[config.mk]
export PLATFORM = sky130hd
export DESIGN_NAME = grapheme_cluster_breaker_unit
export DESIGN_NICKNAME = d
export VERILOG_FILES = /design/src/hw/rtl/gcb_pkg.sv /design/src/hw/rtl/grapheme_cluster_breaker_unit.sv /design/src/hw/rtl/gcb_step.sv /design/src/hw/rtl/gcb_out_queue.sv
export SDC_FILE = /design/constraint.sdc
export NUM_CORES = 1
export LEC_CHECK = 0
export BUFFER_PORTS_ARGS = -buffer_cell sky130_fd_sc_hd__buf_2
export CORE_UTILIZATION = 39
export CTS_CLUSTER_SIZE = 16
export DETAILED_ROUTE_END_ITERATION = 10
export PLACE_DENSITY = 0.57
export SLEW_MARGIN = 20
export SYNTH_ARGS = -nofsm -noshare
export SYNTH_HDL_FRONTEND = slang
export SYNTH_SLANG_ARGS = --single-unit
[constraint.sdc]
create_clock -name clk -period 7.7 [get_ports clk]
set_input_delay 0.77 -clock clk [delete_from_list [all_inputs] [get_ports clk]]
set_output_delay 0.77 -clock clk [all_outputs]
set_load 0.01 [all_outputs]
[src/hw/rtl/gcb_pkg.sv]
// Package for the grapheme cluster breaker: types, constants and the break table.
`default_nettype none
package gcb_pkg;

  localparam int POS_BITS    = 32;  // width of byte offsets inside the block
  localparam int OUT_BITS    = 32;  // width of start/length on the result bus
  localparam int CLASS_BITS  = 4;
  localparam int BYTES_BITS  = 3;
  localparam int STATE_BITS  = 3;
  localparam int ENTRY_BITS  = 5;
  localparam int NUM_STATES  = 8;
  localparam int NUM_CLASSES = 13;
  localparam int JOIN_BIT    = 4;   // entry bit set when the code point joins
  localparam int QUEUE_DEPTH = 4;
  localparam int QPTR_BITS   = $clog2(QUEUE_DEPTH);
  localparam int QCNT_BITS   = QPTR_BITS + 1;

  localparam logic [STATE_BITS-1:0] INIT_STATE   = STATE_BITS'(2);
  localparam logic [CLASS_BITS-1:0] CLASS_OTHER  = CLASS_BITS'(0);
  localparam logic [CLASS_BITS-1:0] CLASS_LIMIT  = CLASS_BITS'(NUM_CLASSES);

  typedef logic [POS_BITS-1:0]   pos_t;
  typedef logic [STATE_BITS-1:0] dfa_t;
  typedef logic [ENTRY_BITS-1:0] entry_t;

  typedef struct packed {
    logic [CLASS_BITS-1:0] break_class;
    logic [BYTES_BITS-1:0] char_bytes;
    logic                  end_of_text;
  } item_t;

  typedef struct packed {
    dfa_t dfa_state;
    pos_t pending_start;
    pos_t byte_position;
  } brk_state_t;

  typedef struct packed {
    logic [OUT_BITS-1:0] cluster_start;
    logic [OUT_BITS-1:0] cluster_length;
    logic                final_result;
  } result_t;

  // Next state in bits [2:0], join flag in bit 4.
  localparam entry_t NEXT_TBL [0:NUM_STATES-1][0:NUM_CLASSES-1] = '{
    // after other / extend / spacingmark
    '{5'd0, 5'd1, 5'd2,  5'd2, 5'd3,  5'd4,  5'd4,  5'd5,  5'd5,  5'd6,  5'd7,  5'd16, 5'd16},
    // after CR
    '{5'd0, 5'd1, 5'd18, 5'd2, 5'd3,  5'd4,  5'd4,  5'd5,  5'd5,  5'd6,  5'd7,  5'd0,  5'd0},
    // after LF / control
    '{5'd0, 5'd1, 5'd2,  5'd2, 5'd3,  5'd4,  5'd4,  5'd5,  5'd5,  5'd6,  5'd7,  5'd0,  5'd0},
    // after L
    '{5'd0, 5'd1, 5'd2,  5'd2, 5'd19, 5'd20, 5'd20, 5'd21, 5'd5,  5'd6,  5'd7,  5'd16, 5'd16},
    // after V / LV
    '{5'd0, 5'd1, 5'd2,  5'd2, 5'd3,  5'd20, 5'd4,  5'd5,  5'd21, 5'd6,  5'd7,  5'd16, 5'd16},
    // after LVT / T
    '{5'd0, 5'd1, 5'd2,  5'd2, 5'd3,  5'd4,  5'd4,  5'd5,  5'd21, 5'd6,  5'd7,  5'd16, 5'd16},
    // after regional indicator
    '{5'd0, 5'd1, 5'd2,  5'd2, 5'd3,  5'd4,  5'd4,  5'd5,  5'd5,  5'd22, 5'd7,  5'd16, 5'd16},
    // after prepend
    '{5'd16, 5'd1, 5'd2, 5'd2, 5'd19, 5'd20, 5'd20, 5'd21, 5'd21, 5'd22, 5'd16, 5'd16, 5'd16}
  };

endpackage
`default_nettype wire

[src/hw/rtl/grapheme_cluster_breaker_unit.sv]
// Top level of the grapheme cluster breaker: input register, break state, result queue.
`default_nettype none
// Path: an accepted code point is held in the input register; when it moves on, its
//   results are written to the result queue, whose head drives m_axis.
// Throughput: one code point per cycle, limited by the result port at one beat per cycle;
//   a code point that ends a string may cause two beats. s_axis stalls while a code point
//   is held and the queue holds three or more beats (room ignores this cycle's pop).
// Reset (rst, synchronous): break state to "after LF/control", positions to zero,
//   input register and result queue emptied.
// A code point with tlast set flushes the open cluster and returns the state to reset.
module grapheme_cluster_breaker_unit (
  input  var logic        clk,
  input  var logic        rst,
  input  var logic        s_axis_tvalid,
  output logic            s_axis_tready,
  input  var logic [7:0]  s_axis_tdata,  // [3:0] break_class, [6:4] char_bytes, [7] zero
  input  var logic        s_axis_tlast,  // end_of_text
  output logic            m_axis_tvalid,
  input  var logic        m_axis_tready,
  output logic [63:0]     m_axis_tdata,  // [31:0] cluster_start, [63:32] cluster_length
  output logic            m_axis_tlast   // final_result
);

  // Input register
  logic                 in_valid;
  gcb_pkg::item_t       in_item;
  logic                 advance;

  // Break state
  gcb_pkg::brk_state_t  brk;
  gcb_pkg::brk_state_t  brk_next;

  logic                 res0_valid;
  logic                 res1_valid;
  gcb_pkg::result_t     res0;
  gcb_pkg::result_t     res1;
  logic                 room2;
  gcb_pkg::result_t     head;

  // The held code point moves on whenever the queue has room for both results.
  assign advance       = in_valid && room2;
  assign s_axis_tready = !in_valid || advance;

  always_ff @(posedge clk) begin
    if (rst) begin
      in_valid <= 1'b0;
    end else if (s_axis_tready) begin
      in_valid <= s_axis_tvalid;
    end
  end

  always_ff @(posedge clk) begin
    if (s_axis_tvalid && s_axis_tready) begin
      in_item.break_class <= s_axis_tdata[3:0];
      in_item.char_bytes  <= s_axis_tdata[6:4];
      in_item.end_of_text <= s_axis_tlast;
    end
  end

  gcb_step u_step (
    .item       (in_item),
    .cur        (brk),
    .nxt        (brk_next),
    .res0_valid (res0_valid),
    .res0       (res0),
    .res1_valid (res1_valid),
    .res1       (res1)
  );

  always_ff @(posedge clk) begin
    if (rst) begin
      brk.dfa_state     <= gcb_pkg::INIT_STATE;
      brk.pending_start <= '0;
      brk.byte_position <= '0;
    end else if (advance) begin
      brk <= brk_next;
    end
  end

  gcb_out_queue u_queue (
    .clk       (clk),
    .rst       (rst),
    .wr0_valid (advance && res0_valid),
    .wr0       (res0),
    .wr1_valid (advance && res1_valid),
    .wr1       (res1),
    .room2     (room2),
    .out_valid (m_axis_tvalid),
    .out_data  (head),
    .out_ready (m_axis_tready)
  );

  assign m_axis_tdata = {head.cluster_length, head.cluster_start};
  assign m_axis_tlast = head.final_result;

endmodule
`default_nettype wire

[src/hw/rtl/gcb_step.sv]
// Break decision for one code point: table lookup, position update, up to two results.
`default_nettype none
module gcb_step (
  input  var gcb_pkg::item_t      item,
  input  var gcb_pkg::brk_state_t cur,
  output gcb_pkg::brk_state_t     nxt,
  output logic                    res0_valid,
  output gcb_pkg::result_t        res0,
  output logic                    res1_valid,
  output gcb_pkg::result_t        res1
);

  logic [gcb_pkg::CLASS_BITS-1:0] cls;
  gcb_pkg::entry_t                entry;
  logic                           join_cp;
  gcb_pkg::pos_t                  start1;
  gcb_pkg::pos_t                  pos1;
  logic [gcb_pkg::POS_BITS:0]     sum;
  gcb_pkg::pos_t                  len0;
  gcb_pkg::pos_t                  len1;

  always_comb begin
    // Classes past spacingmark are treated as other.
    cls     = (item.break_class >= gcb_pkg::CLASS_LIMIT) ? gcb_pkg::CLASS_OTHER
                                                         : item.break_class;
    entry   = gcb_pkg::NEXT_TBL[cur.dfa_state][cls];
    join_cp = entry[gcb_pkg::JOIN_BIT];

    // pending_start never passes byte_position, so inequality means a
    // non-empty cluster.
    res0_valid = !join_cp && (cur.pending_start != cur.byte_position);
    len0       = cur.byte_position - cur.pending_start;
    start1     = join_cp ? cur.pending_start : cur.byte_position;

    // Saturating advance of the byte position.
    sum  = {1'b0, cur.byte_position} + (gcb_pkg::POS_BITS+1)'(item.char_bytes);
    pos1 = sum[gcb_pkg::POS_BITS] ? '1 : sum[gcb_pkg::POS_BITS-1:0];

    res1_valid = item.end_of_text && (start1 != pos1);
    len1       = pos1 - start1;

    res0.cluster_start  = gcb_pkg::OUT_BITS'(cur.pending_start);
    res0.cluster_length = gcb_pkg::OUT_BITS'(len0);
    res0.final_result   = !res1_valid;
    res1.cluster_start  = gcb_pkg::OUT_BITS'(start1);
    res1.cluster_length = gcb_pkg::OUT_BITS'(len1);
    res1.final_result   = 1'b1;

    if (item.end_of_text) begin
      nxt.dfa_state     = gcb_pkg::INIT_STATE;
      nxt.pending_start = '0;
      nxt.byte_position = '0;
    end else begin
      nxt.dfa_state     = entry[gcb_pkg::STATE_BITS-1:0];
      nxt.pending_start = start1;
      nxt.byte_position = pos1;
    end
  end

endmodule
`default_nettype wire

[src/hw/rtl/gcb_out_queue.sv]
// Result queue: each cycle takes up to two results, pops one on out_ready.
`default_nettype none
module gcb_out_queue (
  input  var logic             clk,
  input  var logic             rst,
  input  var logic             wr0_valid,
  input  var gcb_pkg::result_t wr0,
  input  var logic             wr1_valid,
  input  var gcb_pkg::result_t wr1,
  output logic                 room2,
  output logic                 out_valid,
  output gcb_pkg::result_t     out_data,
  input  var logic             out_ready
);

  gcb_pkg::result_t                 slots [gcb_pkg::QUEUE_DEPTH];
  logic [gcb_pkg::QPTR_BITS-1:0]    wr_ptr;
  logic [gcb_pkg::QPTR_BITS-1:0]    rd_ptr;
  logic [gcb_pkg::QCNT_BITS-1:0]    count;
  logic [gcb_pkg::QCNT_BITS-1:0]    count_next;
  logic [gcb_pkg::QCNT_BITS-1:0]    n_wr;
  logic                             pop;
  gcb_pkg::result_t                 first;

  always_comb begin
    // Room for two is judged without this cycle's pop.
    room2      = count <= gcb_pkg::QCNT_BITS'(gcb_pkg::QUEUE_DEPTH - 2);
    out_valid  = count != '0;
    out_data   = slots[rd_ptr];
    pop        = out_valid && out_ready;
    n_wr       = gcb_pkg::QCNT_BITS'(wr0_valid) + gcb_pkg::QCNT_BITS'(wr1_valid);
    first      = wr0_valid ? wr0 : wr1;
    count_next = count + n_wr - gcb_pkg::QCNT_BITS'(pop);
  end

  always_ff @(posedge clk) begin
    if (rst) begin
      wr_ptr <= '0;
      rd_ptr <= '0;
      count  <= '0;
    end else begin
      wr_ptr <= wr_ptr + n_wr[gcb_pkg::QPTR_BITS-1:0];
      rd_ptr <= rd_ptr + gcb_pkg::QPTR_BITS'(pop);
      count  <= count_next;
    end
  end

  always_ff @(posedge clk) begin
    if (wr0_valid || wr1_valid) begin
      slots[wr_ptr] <= first;
    end
    if (wr0_valid && wr1_valid) begin
      slots[wr_ptr + gcb_pkg::QPTR_BITS'(1)] <= wr1;
    end
  end

endmodule
`default_nettype wire

Word-level counts from Yosys, hierarchy flattened. Memories as Yosys holds them, arrays and structs flattened. A register that Yosys moved wholly into a read port is not among the register bits. Cells that the tools add are included.

$add $sub $neg: 9. Bitwise gates (word level): 2. Mux-type cells: 15. Equality and inequality tests: 2. Reduce and logical (&&, ||, !) cells: 14. Magnitude comparators: 4.

Operator list (count): $mux 65 (3); $mux 67 (1); $mux 32 (2); $ne 32x32->1 (2); $sub 32x32->32 (2); $add 32x3->33 (1); $bmux 5 s4 (1); $mux 5 (2); $ge 4x4->1 const B (2); $logic_and 1x1->1 (8); $ge 5x5->1 const B (1); $not 4->5 (1); $mux 1 (4); $mux 4 (1); $not 3->4 (1); $add 3x3->3 (1); $le 3x2->1 const B (1); $logic_not 1->1 (3); $reduce_bool 3->1 (1); $sub 3x1->3 (1); $add 1x1->2 (1); $add 2x1->2 (1); $add 2x1->2 const B (1); $add 2x2->2 (1); 2 further kinds (3).

Word-level logic and storage cells: 58. Memories kept: 2. Output and inout bits: 67. Register bits: 83. Memory bits (read-only): 520. Bits of input ports: 13. Bits in writable memories: 260.

Memories: (name not given) (depth 8, width 65, read ports 1, clocked after memory_dff 0, wr ports 0, line gcb_step.sv:26) `entry = gcb_pkg::NEXT_TBL[cur.dfa_state][cls];`; u_queue.slots (depth 4, width 65, read ports 1, clocked after memory_dff 1, wr ports 2, line gcb_out_queue.sv:16) `gcb_pkg::result_t slots [gcb_pkg::QUEUE_DEPTH];`.

Longest topological paths before layout.
Depth in word-level cells: 14. Depth in mapped cells: 24. Depth with buffers taken out: 22.

Cells and area by module. Synthesis repeated with hierarchy kept, for this count alone.

Cells, all modules: 1946. Area total of the unflattened synthesis: 22653.0 um^2.

Modules (own cells, without submodules): gcb_out_queue (cells an instance 680, times used 1, sequential area each 7947.6 um^2, area each 13482.9 um^2); gcb_step (cells an instance 945, times used 1, sequential area each 0.0 um^2, area each 5947.0 um^2); grapheme_cluster_breaker_unit (cells an instance 321, times used 1, sequential area each 1601.5 um^2, area each 3223.1 um^2).

Worst setup path before layout. Ideal clock, no wire load.

Kind: register to register. Start: register in_item[1] in the netlist's numbering. End: memory u_queue.slots[0][64] in the netlist's numbering (data pin). Setup slack: 1.719 ns. Period minus slack after synthesis: 5.981 ns. Setup time: 0.271 ns. Stages on the path, launching flop included: 23. Path buffers: 4. Arrival: 5.710 ns. Data required time: 7.429 ns. Cells stage by stage: edfxtp_1 ha_1 fa_1 a21oi_1 nor3_2 nand4_1 clkbuf_1 clkbuf_1 nand3_1 ha_1 clkbuf_1 nand4_1 or2_2 nor2_1 nand3_1 o21ai_2 or2_1 ha_1 or3_1 clkbuf_1 nand2_1 a21oi_1 o22ai_1.

RTL lines: from (decl) (line grapheme_cluster_breaker_unit.sv:26) `gcb_pkg::item_t in_item;`; to (decl) (line gcb_out_queue.sv:16).

==> summary.md <==
| Metric | Value |
|---|---|
| Design Area, Final | `22,100 µm²` |
| Vias in the first global route | `14,963` |
| Hold Crit Endpoint | `in_item[4]` |
| Slowest cell delay on critical path | `0.72 ns` |
| Fin. Hold Viols | `0` |
| HP Start | `s_axis_tdata[0]` |
| Initial Util | `0.398` |
| RR Startpoint | `in_item[6]` |
| Final WS setup | `1.13 ns` |
| MaxCap Viol Count | `0` |
| Initial DRC count | `1,498` |
| Final wirelength | `61,900 µm` |
| Worst skew pair latency | `0.58 ns` |
| R2R cell count | `18` |
| Remaining antenna violation count | `0` |
| Synth Instances | `1,799` |
| Chip Width | `226 µm` |
| PostCTS Resize Cnt | `0` |
| Root Buffer | `clkbuf_16` |
| Critical-path top delay cell | `mux2i_1` |
| Vias | `15,473` |
| Gr usage total | `0.243` |
| Routed WL per cell | `24.4 µm` |
| Syn Area/Cell | `10.9 µm²` |
| Fin. max-slew vios | `0` |
| Critical Path Start Type | `flip-flop` |
| Postcts setup bufs | `0` |
| P_leak | `0.00772 µW` |
| Synth-to-layout area growth | `12.6%` |
| Post-synthesis cell area | `19,600 µm²` |
| CTS tree | `done` |
| Run status | `completed` |
| Register bit total from synthesis | `343` |
| Worst-margin pin slew | `1.13 ns` |
| Worst hold stages | `1` |
| Register area share after synthesis | `0.484` |
| Clock slew at reported path FFs | `0.06 ns` |
| Post-layout nets | `1,934` |
| RSZ-0062 raised after global routing | `no` |
| EDFF count, synth | `264` |
| Post-DP HPWL | `41,900 µm` |
| Antenna diodes | `0` |
| Via density | `6.10` |
| I/O Buffers | `78` |
| Global-route wire length before repair | `93,500 µm` |
| Largest net degree at the start of global routing | `76` |
| Worst Path Max Fanout | `46` |
| Most numerous cell on the critical path | `ha_1` |
| First-pass detailed-route iteration total | `5` |
| Die area | `51,300 µm²` |
| Async set or reset register ratio after synthesis | `0` |
| Required @ worst endpoint | `8.09 ns` |
| Core ar. | `49,400 µm²` |
| Longest Clk Path Bufs | `3` |
| Kind of critical path | `flip-flop to flip-flop` |
| IR drop worst, VDD | `0.125 mV` |
| # hold bufs at CTS | `0` |
| Site Rows | `81` |
| Main synth FF type | `edfxtp_1` |
| Relative slew slack | `0.245` |
| Die Y | `226 µm` |
| Final Cycle Share | `0.853` |
| Clk_skew | `0.0265 ns` |
| Setup_tns | `0 ns` |
| Yosys warnings | `0` |
| TritonCTS sink count | `343` |
| Syn_nets | `1,894` |
| Reg2reg setup slack | `1.13 ns` |
| Drc violations | `0` |
| Htree depth | `2` |
| GPL Wtd Cong | `0.954` |
| Fmax | `152 MHz` |
| Io pins | `80` |
| Final min period | `6.57 ns` |
| Crit end category | `flip-flop` |
| Hold crit path type | `primary input to flip-flop` |
| Final setup fails | `0` |
| Pre-CTS WS | `1.24 ns` |
| Layout cell share with drive strength beyond 1 | `0.154` |
| Distinct cells, synth | `84` |
| Post-DP Area | `20,900 µm²` |
| FF-to-FF End | `u_queue.slots[1][21]` |
| GRT overflow | `0` |
| TritonCTS buffer count | `40` |
| Fill count | `4,615` |
| Crit path arrival time | `6.95 ns` |
| Antenna violations before repair | `0` |
| Crit path cell chain | `a21bo_2 -> mux2_4 -> o32ai_2 -> a2bb2oi_4 -> buf_4 -> mux2i_1 -> ha_1 -> nand4_1 -> or2_2 -> nor2_1 -> nand3_1 -> o21ai_2 -> or2_1 -> ha_1 -> nor3b_1 -> nand2_2 -> buf_12 -> o22ai_1` |
| Pwr Density | `242 nW/µm²` |
-- worst max-delay path: cells and delay by family, from the launching register on --
family	cells	cell delay [ns]
flip-flops	1	0.58
AO/OA/AOI/OAI	5	1.10
AND/OR/NAND/NOR	7	1.94
buffers and inverters	2	0.99
multiplexers	2	1.03
adder cells (fa/ha/maj)	2	0.69
-- power breakdown --
part / switching [µW] / internal (µW)
logic: 812 / 550
registers: 77.1 / 2060
clock network: 771 / 1080
-- stage by stage --
step                utilization  power, µW  std cells  hold WS (ns)
finish                    0.448       5350       2535         0.385
global route              0.448       5570       2535         0.366
CTS                       0.448       5390       2535         0.357
detailed placement        0.423       3540       2461         0.451
global placement          0.423       3520       2461         0.440
floorplan                     -       3050       1799         0.431
-- sequential cells by signal (all words and copies together) (netlist names) --
register        cells
in_item             8
u_queue.count       3
u_queue.rd_ptr      2
u_queue.wr_ptr      2
in_valid            1
brk                67
u_queue.slots     260
-- metal layers --
layer / vias up / share of wire / global-route usage
li1: 7102 / - / -
met5: - / 0 / 0
met1: 7646 / 0.45 / 0.345
met4: 0 / 0.024 / 0.0719
met2: 636 / 0.45 / 0.378
met3: 89 / 0.073 / 0.0406
-- cell usage after synthesis (4+ instances only) --
| cell | instances | share of area |
|---|---|---|
| edfxtp_1 | 264 | 0.40 |
| o22ai_1 | 243 | 0.077 |
| nor2_1 | 149 | 0.028 |
| a21oi_1 | 118 | 0.030 |
| nand2_1 | 99 | 0.019 |
| dfxtp_1 | 79 | 0.080 |
| ha_1 | 78 | 0.050 |
| inv_1 | 68 | 0.013 |
| mux4_2 | 65 | 0.075 |
| clkbuf_1 | 61 | 0.012 |
| o21ai_0 | 50 | 0.013 |
| xnor2_1 | 45 | 0.020 |
| nand3_1 | 38 | 0.0097 |
| a21o_1 | 35 | 0.013 |
| buf_2 | 33 | 0.0084 |
| xor2_1 | 32 | 0.014 |
| mux2i_1 | 29 | 0.015 |
| a22oi_1 | 26 | 0.0099 |
| buf_1 | 21 | 0.0040 |
| nor3_1 | 21 | 0.0053 |
| and3_1 | 18 | 0.0057 |
| nor2b_1 | 15 | 0.0048 |
| nand2b_1 | 14 | 0.0045 |
| nand4_1 | 14 | 0.0045 |
| a31oi_1 | 13 | 0.0041 |
| or3_1 | 11 | 0.0035 |
| a21oi_2 | 8 | 0.0036 |
| and2_1 | 8 | 0.0025 |
| and4_1 | 7 | 0.0031 |
| nand3b_1 | 7 | 0.0027 |
| o21a_1 | 7 | 0.0027 |
| o221ai_1 | 7 | 0.0031 |
| a211oi_1 | 6 | 0.0023 |
| buf_4 | 6 | 0.0023 |
| mux2_2 | 5 | 0.0029 |
| nor3b_1 | 5 | 0.0019 |
| nor4_1 | 5 | 0.0016 |
| o21bai_1 | 5 | 0.0019 |
| o31a_1 | 5 | 0.0022 |
| or2_2 | 5 | 0.0016 |
| a221oi_1 | 4 | 0.0018 |
| fa_1 | 4 | 0.0041 |
| o22a_1 | 4 | 0.0018 |
-- final cells by class --
| class | instances | area, µm² | share of cell area |
|---|---|---|---|
| flip-flops and latches | 343 | 9510 | 0.430 |
| inverters | 69 | 259 | 0.0117 |
| clock inverters | 16 | 136 | 0.00616 |
| clock buffers | 58 | 1120 | 0.0506 |
| repair buffers | 121 | 838 | 0.0379 |
| well taps | 664 | 831 | 0.0376 |
| multi-input cells | 1264 | 9420 | 0.426 |
-- logic make-up after synthesis --
| family | after synthesis | share of synthesized area |
|---|---|---|
| mux | 100 | 0.0929 |
| simple gates | 425 | 0.103 |
| buf+inv | 192 | 0.0407 |
| compound gates | 579 | 0.190 |
| xor+xnor | 78 | 0.0352 |
| fa+ha+maj | 82 | 0.0538 |
| flops | 343 | 0.484 |
-- worst max-delay path by stage --
stage                                end  startpoint  slack (ns)  cells after the start
floorplan           u_queue.slots[0][64]  in_item[1]        1.72                     22
global placement    u_queue.slots[1][29]  in_item[6]        1.30                     18
detailed placement  u_queue.slots[1][21]  in_item[6]        1.24                     18
CTS                 u_queue.slots[1][21]  in_item[6]        1.20                     18
global route        u_queue.slots[1][21]  in_item[6]        0.85                     18
finish              u_queue.slots[1][21]  in_item[6]        1.13                     18
-- cell usage in the layout (no fill, tap or decap), types with 29 or more instances in the layout --
| cell type | Yosys | routed |
|---|---|---|
| edfxtp_1 | 264 | 264 |
| o22ai_1 | 243 | 243 |
| nor2_1 | 149 | 148 |
| a21oi_1 | 118 | 116 |
| nand2_1 | 99 | 91 |
| ha_1 | 78 | 78 |
| buf_2 | 33 | 78 |
| dfxtp_1 | 79 | 77 |
| inv_1 | 68 | 68 |
| mux4_2 | 65 | 65 |
| o21ai_0 | 50 | 50 |
| xnor2_1 | 45 | 45 |
| clkbuf_16 | 0 | 41 |
| nand3_1 | 38 | 37 |
| a21o_1 | 35 | 35 |
| buf_4 | 6 | 33 |
| xor2_1 | 32 | 32 |
| mux2i_1 | 29 | 29 |
Note: power is estimated with default switching activity, not from simulation.
